### src/sv/tkfs_pkg.sv
// ----------------------------------------------------------------------------
// tkfs_pkg
// shared types and constants of the top-k largest file selector
// ----------------------------------------------------------------------------
`default_nettype none

package tkfs_pkg;

    localparam int KEY_W  = 64;
    localparam int IDX_W  = 32;
    localparam int RANK_W = 5;
    localparam int MODE_W = 2;
    localparam int TOPC_W = 6;
    localparam int CFG_W  = 2;

    // sort modes
    localparam logic [MODE_W-1:0] MODE_SIZE  = 2'd0;
    localparam logic [MODE_W-1:0] MODE_ALLOC = 2'd1;
    localparam logic [MODE_W-1:0] MODE_COUNT = 2'd2;

    // register indexes
    localparam logic [CFG_W-1:0] CFG_SORT_MODE  = 2'd0;
    localparam logic [CFG_W-1:0] CFG_TOP_COUNT  = 2'd1;
    localparam logic [CFG_W-1:0] CFG_AGE_CUTOFF = 2'd2;
    localparam logic [CFG_W-1:0] CFG_MIN_SIZE   = 2'd3;

    localparam logic [TOPC_W-1:0] TOP_COUNT_RESET = 6'd20;

    typedef struct packed {
        logic             valid;
        logic [KEY_W-1:0] key;
        logic [IDX_W-1:0] idx;
    } t_link;

endpackage

`default_nettype wire

### src/sv/tkfs_cell.sv
// ----------------------------------------------------------------------------
// tkfs_cell
// one slot of the sorted list: compares the broadcast key, shifts down on
// insert and up on readout
// ----------------------------------------------------------------------------
`default_nettype none

module tkfs_cell (
    input  wire logic                  i_clk,
    input  wire logic                  i_rst_n,
    input  wire logic                  i_step,
    input  wire logic                  i_ins_en,
    input  wire logic                  i_shift,
    input  wire logic                  i_in_range,
    input  wire logic [63:0]           i_new_key,
    input  wire logic [31:0]           i_new_idx,
    input  wire tkfs_pkg::t_link       i_prev,
    input  wire logic                  i_prev_ins,
    input  wire tkfs_pkg::t_link       i_next,
    output tkfs_pkg::t_link            o_cell,
    output logic                       o_ins,
    output logic                       o_gt
);
    import tkfs_pkg::*;

    logic             r_valid;
    logic [KEY_W-1:0] r_key;
    logic [IDX_W-1:0] r_idx;
    logic             valid_eff;

    assign valid_eff = r_valid & i_in_range;
    assign o_ins     = i_ins_en & (!valid_eff | (i_new_key >= r_key));
    assign o_gt      = valid_eff & (i_new_key > r_key);
    assign o_cell    = '{valid: valid_eff, key: r_key, idx: r_idx};

    always_ff @(posedge i_clk) begin
        if (!i_rst_n) begin
            r_valid <= 1'b0;
        end else if (i_step) begin
            if (!i_in_range) begin
                r_valid <= 1'b0;
            end else if (i_prev_ins) begin
                r_valid <= i_prev.valid;
            end else if (o_ins) begin
                r_valid <= 1'b1;
            end
        end else if (i_shift) begin
            r_valid <= i_next.valid;
        end
    end

    always_ff @(posedge i_clk) begin
        if (i_step) begin
            if (i_prev_ins) begin
                r_key <= i_prev.key;
                r_idx <= i_prev.idx;
            end else if (o_ins) begin
                r_key <= i_new_key;
                r_idx <= i_new_idx;
            end
        end else if (i_shift) begin
            r_key <= i_next.key;
            r_idx <= i_next.idx;
        end
    end

endmodule

`default_nettype wire

### config.mk
export PLATFORM = sky130hd
export DESIGN_NAME = tkfs_cell
export DESIGN_NICKNAME = d
export VERILOG_FILES = /design/src/sv/tkfs_pkg.sv /design/src/sv/tkfs_cell.sv
export SDC_FILE = /design/constraint.sdc
export NUM_CORES = 1
export LEC_CHECK = 0
export BUFFER_PORTS_ARGS = -buffer_cell sky130_fd_sc_hd__buf_2
export CELL_PAD_IN_SITES_DETAIL_PLACEMENT = 1
export CELL_PAD_IN_SITES_GLOBAL_PLACEMENT = 1
export CORE_AREA = 3 3 154 156
export CTS_CLUSTER_DIAMETER = 100
export DETAILED_ROUTE_END_ITERATION = 16
export DIE_AREA = 0 0 157 159
export GPL_TIMING_DRIVEN = 0
export PLACE_DENSITY = 0.8
export RECOVER_POWER = 50
export SLEW_MARGIN = 40
export SYNTH_ARGS = -nofsm -noshare
export SYNTH_HDL_FRONTEND = slang
export SYNTH_SLANG_ARGS = --single-unit
### constraint.sdc
create_clock -name i_clk -period 9.5 [get_ports i_clk]
set_clock_uncertainty 0.05 [all_clocks]
set_input_delay 0.95 -clock i_clk [delete_from_list [all_inputs] [get_ports i_clk]]
set_output_delay 0.95 -clock i_clk [all_outputs]
set_load 0.05 [all_outputs]
==> metrics, run 1 <==
WP data arrival=3100 ps; R2R cell count=12; ys flop type=edfxtp_1; initial antenna violation count=2; Antenna Nets Post-Route=0; slew margin rel.=48.3%; Total Routing Usage GR=20.4%; Seq/Total Area, Yosys=44.3%; async set-reset flop share out of synthesis=0%; commonest cells in the netlist=123 x a21oi_1, 104 x nor2_1, 97 x mux2i_1, 96 x edfxtp_1, 66 x inv_1; launching point of the worst reg2reg path=r_key[50]; slowest cell on the critical path=nor4_2; Pins Over Slew Limit=0; Yosys top cell by area=edfxtp_1; Worst Tran Pin Value=775 ps; clock sink total=97; CTS Buf Count=9; synthesis-stage register bit count=97; Remaining Overflow, GRT=0; Hold Path Stages=3; syn nets=1026; Synth Area per Inst=9.86 um2; R2R Setup Slk=5910 ps; Final min period=4100 ps; post-synthesis cell count=665; CP bufs+invs=2; Ports=396; most common cell in the netlist=a21oi_1; hold worst-path end=r_valid; Yosys warnings=0; H-tree level count=3; Final Hold Fails=0; core area=22500 um2; Crit Path Class=in -> out; clock-pin transition on the worst setup and hold timing paths=80 ps; top post-synthesis cells by area=edfxtp_1 44%, mux2i_1 15%, ha_1 12%; DR DRC count=0; fmax=244 MHz; RSZ-0062 raised after global routing=no; fin nets=1436; CTS tree=built; Sum Neg Setup Slack=0 ps; full die area=25000 um2; DRT iter0 DRCs=292; non-filler cells, final=1367; Post-Route WL=26300 um; top cell type's share of synthesized area=44.0%; CP Max Fanout=3; Crit path max-delay family=simple AND/OR/NAND/NOR gates; distinct cell type count after synthesis=37; Port Buffers=393; CTS root buf=clkbuf_16; Clock Path Buffers=2; via count=6624; Final Util=40.9%; gpl congestion=0.845; synthesized area=6550 um2; HP Class=reg -> reg; Static Leak=4.50 nW; status=finished, final reports clean; Crit path required time=8500 ps; Syn-to-layout area delta=40.4%; share of post-route cells with drive strength above 1=30.7%; endpoints failing setup=0; drt via density=4.85; largest net degree at the start of global routing=18; Die X=157 um; WL/cell=19.3 um; Post-DP HPWL=22500 um; Pwr per Cell Area=154 nW/um2; RR Endpoint=r_key[26]; post-CTS setup buffers=0; first-pass GRT wire length=39600 um; max_cap viols=0; HP Start=r_valid; chip height=159 um; Post-synth EDFFs=96; crit-path max cell delay=430 ps; clk_lat worst skew=350 ps; fin crit share=43.2%; vias in the first global route=7188; number of core rows=55; Placed Instances=1349; CP Capture Type=output pin; worst path cell trace=buf_2 > ha_1 > nand4_1 > nor4_2 > and4bb_1 > nand2_1 > o2bb2ai_1 > nor2_1 > nor2_1 > buf_2; hold_buf cts=0; DR pass1 iterations=4; startpoint types=input port; worst vdd ir=89.4 uV; worst hold slack=675 ps; # resized after CTS=0; Starting Density=29.1%
-- placed cells by master (no fill, tap or decap), types with 2 or more instances in the layout --
| master | instances |
|---|---|
| and4_1 | 5 |
| inv_1 | 66 |
| edfxtp_1 | 96 |
| a221oi_1 | 3 |
| buf_8 | 5 |
| ha_1 | 64 |
| nand4_1 | 9 |
| mux2i_1 | 97 |
| nor3_1 | 2 |
| clkbuf_1 | 120 |
| a21oi_1 | 122 |
| nand3_1 | 8 |
| o21ai_1 | 2 |
| clkbuf_16 | 9 |
| bufinv_16 | 2 |
| nor2_1 | 104 |
| a21o_1 | 3 |
| diode_2 | 2 |
| nand2_1 | 20 |
| o21ai_0 | 9 |
| buf_2 | 306 |
| inv_6 | 3 |
| o211ai_1 | 2 |
| and2_1 | 2 |
-- through the flow --
stage | power [mW] | instance area, um2 | worst slack [ps]
after detailed placement | 1.02 | 8990 | 5180
after global placement | 1.01 | 8880 | -1210
after floorplan | 0.847 | 6550 | 1970
final | 1.41 | 9200 | 5400
after CTS | 1.44 | 9320 | 5340
after global routing | 1.49 | 9200 | 5100
-- how the worst max path moves through the flow --
stage	slack (ps)	cells after the start	endpoint	startpoint
after floorplan	1970	8	r_idx[0]	i_new_key[50]
after CTS	5340	9	o_gt	i_new_key[30]
after global placement	-1210	8	r_key[25]	i_new_key[29]
final	5400	10	o_gt	i_new_key[50]
after global routing	5100	9	o_gt	i_new_key[30]
after detailed placement	5180	11	r_idx[5]	i_new_key[30]
-- state kept, by name, indices dropped and copies added (netlist names) --
register  cells
r_valid       1
r_idx        32
r_key        64
-- cell type report --
cell class                      count  area, um2
Inverter                           66        248
Tap cell                          285        357
Timing Repair Buffer              399       1950
Clock buffer                        9        225
Antenna cell                        2       5.00
Buffer                             34        144
Sequential cell                    97       2900
Clock inverter                      7       98.8
Multi-Input combinational cell    468       3270
Fill cell                        2799      13300
-- layer usage --
metal | vias to the layer above | GRT usage, % | share of wire [%]
li1 | 3212 | - | -
met1 | 3138 | 24.0 | 39
met2 | 238 | 37.3 | 52
met3 | 36 | 3.94 | 5.8
met4 | 0 | 5.93 | 2.4
met5 | - | 0 | 0
-- kinds of logic (layout without fill, tap and decap cells) --
| logic type | Yosys count | after routing | share of synthesized area [%] |
|---|---|---|---|
| and+or+nand+nor | 157 | 157 | 10.4 |
| adders and majority gates | 64 | 64 | 12.2 |
| buffers and inverters | 100 | 515 | 5.98 |
| other | 0 | 2 | 0 |
| AOI/OAI and AO/OA | 150 | 150 | 12.3 |
| muxes | 97 | 97 | 14.8 |
| DFF | 97 | 97 | 44.3 |
-- tightest hold or removal path: cells and delay by family, from the launching register on --
family | cells | cell delay [ps]
AO/OA/AOI/OAI | 1 | 140
flip-flops | 1 | 360
multiplexers | 1 | 80
AND/OR/NAND/NOR | 1 | 120
-- power breakdown --
part           switching, mW  internal, mW
sequential            0.0181         0.523
combinational          0.314         0.142
clock                  0.184         0.234
No activity file was read; power rests on OpenSTA's default activity.
==> inputs of run 2 (changes only) <==
--- a/config.mk
+++ b/config.mk
@@ -5,15 +5,16 @@
 export SDC_FILE = /design/constraint.sdc
 export NUM_CORES = 1
 export LEC_CHECK = 0
+export ABC_AREA = 1
 export BUFFER_PORTS_ARGS = -buffer_cell sky130_fd_sc_hd__buf_2
 export CELL_PAD_IN_SITES_DETAIL_PLACEMENT = 1
 export CELL_PAD_IN_SITES_GLOBAL_PLACEMENT = 1
-export CORE_AREA = 3 3 154 156
+export CORE_MARGIN = 3
+export CORE_UTILIZATION = 30
 export CTS_CLUSTER_DIAMETER = 100
 export DETAILED_ROUTE_END_ITERATION = 16
-export DIE_AREA = 0 0 157 159
 export GPL_TIMING_DRIVEN = 0
-export PLACE_DENSITY = 0.8
+export PLACE_DENSITY = 0.85
 export RECOVER_POWER = 50
 export SLEW_MARGIN = 40
 export SYNTH_ARGS = -nofsm -noshare
==> constraint.sdc (replaced) <==
create_clock -name i_clk -period 4.1 [get_ports i_clk]
set_clock_uncertainty 0.05 [all_clocks]
set_input_delay 0.41 -clock i_clk [delete_from_list [all_inputs] [get_ports i_clk]]
set_output_delay 0.41 -clock i_clk [all_outputs]
set_load 0.05 [all_outputs]
==> run 2 against run 1 <==
Design area about the same. Critical path depth increased by 6. Routed wire length increased by 5.5%. Sequential power increased by 130%. Setup slack got worse by 4400 ps. First-iteration DRC count increased by 27%.
==> metrics, run 2 <==
WP data arrival=3130 ps (+30 ps); drt via density=4.89 (+0.96%); clock sink total=97 (unchanged); launching point of the worst reg2reg path=r_key[5]; ys flop type=edfxtp_1; Yosys warnings=0 (unchanged); CTS root buf=clkbuf_16; worst vdd ir=167 uV (+87%); fin nets=1594 (+11%); Antenna Nets Post-Route=0 (unchanged); CTS Buf Count=9 (unchanged); gpl congestion=0.892 (+5.6%); Crit path required time=4110 ps (-4390 ps); commonest cells in the netlist=184 x o21ai_0, 161 x nand2_1, 117 x nor2_1, 96 x edfxtp_1, 80 x inv_1; post-synthesis cell count=822 (+24%); via count=7407 (+12%); slew margin rel.=46.2% (-2.1 points); WL/cell=18.3 um (-4.8%); worst setup path start=r_key[5]; Met1 Routed Length=10700 um (+2.6%); Syn-to-layout area delta=39.4%; CTS tree=built; HP Start=i_rst_n; Seq/Total Area, Yosys=44.0% (-0.25 points); fmax=320 MHz; max_cap viols=0 (unchanged); CP Capture Type=register; flip-flop count of the largest register after layout=64 (unchanged); CP Max Fanout=15 (+12); worst hold slack=229 ps (-447 ps); largest net degree at the start of global routing=18 (unchanged); # resized after CTS=0 (unchanged); Final min period=3120 ps; Met2 Routed Length=14300 um (+3.6%); Crit Path Class=reg -> reg; Port Buffers=393 (unchanged); clock-pin transition on the worst setup and hold timing paths=80 ps (about the same); HP Class=in -> reg; first-pass GRT wire length=42000 um (+6.0%); H-tree level count=3 (unchanged); DR DRC count=0 (unchanged); commonest non-fill, non-tap cell in the layout=buf_2; Post-synth EDFFs=96 (unchanged); top post-synthesis cells by area=edfxtp_1 44%, o21ai_0 14%, ha_1 12%; async set-reset flop share out of synthesis=0% (unchanged); Ports=396 (unchanged); clk_lat worst skew=360 ps (about the same); Yosys top cell by area=edfxtp_1; post-CTS setup buffers=0 (unchanged); status=finished, final reports clean; fin crit share=76.2%; register bank with the most flops=r_key; Final Hold Fails=0 (unchanged); Met3 Routed Length=1970 um (+30%); post-route design area=9190 um2 (about the same); distinct cell type count after synthesis=31 (-16%); hold_buf cts=0 (unchanged); Post-DP HPWL=23100 um (+2.9%); Pins Over Slew Limit=0 (unchanged); initial antenna violation count=3 (+1); chip height=154 um (-3.0%); top cell type's share of synthesized area=43.7% (-0.25 points); core area=21300 um2 (-5.4%); Post-Route WL=27800 um (+5.5%); DR pass1 iterations=4 (unchanged); Pwr per Cell Area=345 nW/um2 (+120%); full die area=23800 um2 (-4.7%); Synth Area per Inst=8.02 um2 (-19%); Total Routing Usage GR=22.5% (+2.1 points); vias in the first global route=7942 (+10%); syn nets=1183 (+15%); Starting Density=31.0% (+1.8 points); RSZ-0062 raised after global routing=no; endpoints failing setup=0 (unchanged); Top Registers=r_key: 64 flops, r_idx: 32 flops, r_valid: 1 flops; Worst Tran Pin Value=807 ps (+32.1 ps); startpoint types=register; dpl cell area=9030 um2 (+0.47%); Static Leak=4.36 nW (-3.1%); DRT iter0 DRCs=371 (+27%); Final Util=43.2% (+2.3 points); share of post-route cells with drive strength above 1=27.2% (-3.5 points); most common cell in the netlist=o21ai_0; synthesis-stage register bit count=97 (unchanged); Clock Path Buffers=2 (unchanged); number of core rows=53 (-3.6%); Remaining Overflow, GRT=0 (unchanged); Die X=154 um (-1.8%); most frequent cells in the layout=300 x buf_2, 189 x o21ai_0, 161 x nand2_1; synthesized area=6590 um2 (+0.57%); uppermost layer routed=met5; total power=3.17 mW (+120%)
run 2: layout make-up:
type,count,area [um2]
fill,2802,12100
multi-input combinational,601,3230
sequential,97,2900
timing repair buffer,400,1960
tap,275,344
inverter,82,308
clock buffer,9,225
buffer,42,166
clock inverter,7,52.6
antenna,1,2.50
run 2: path summary, 6_finish.rpt:
| kind | slack (ps) | end | cells past startpoint |
|---|---|---|---|
| worst min register to register | 450 | r_valid | 2 |
| worst max register to register | 980 | r_key[7] | 16 |
| worst min-delay path | 230 | r_valid | 3 |
| worst max-delay path | 980 | r_key[7] | 16 |
run 2: metrics by stage:
stage | TNS [ps] | cells | setup WS (ps)
floorplan | 0 | 822 | 177
global placement | -77410 | 1490 | -813
detailed placement | 0 | 1497 | 819
CTS | 0 | 1513 | 954
global route | 0 | 1514 | 772
finish | 0 | 1514 | 977
run 2: worst max-delay path, stage by stage, from the launching register on:
cell	delay, ps
edfxtp_1	370
inv_1	60
ha_1	300
nand2_1	60
nor2_1	140
nand4_1	100
nor2_1	180
nand2_1	150
nor2_1	140
nor2_1	70
nand3_2	70
nand2_2	90
a31oi_4	260
buf_8	220
buf_8	200
buf_16	170
buf_8	160
run 2: logic make-up (layout without fill, tap and decap cells):
family,Yosys count,after routing,synth area share [%]
DFF,97,97,44.0
and+or+nand+nor,298,298,18.1
other,0,1,0
adders and majority gates,64,64,12.1
buffers and inverters,124,540,7.23
AOI/OAI and AO/OA,239,239,18.5
run 2: routing by layer:
| layer | vias to the layer above | GRT usage, % |
|---|---|---|
| met5 | - | 0 |
| met4 | 4 | 7.91 |
| met3 | 50 | 4.98 |
| met2 | 314 | 41.5 |
| met1 | 3436 | 25.4 |
| li1 | 3603 | - |
run 2: report_power, final:
part           internal (mW)  total, mW  switching (mW)
Sequential              1.22       1.26          0.0462
Combinational          0.310       1.07           0.756
Clock                  0.419      0.839           0.421
Total                   1.94       3.17            1.22
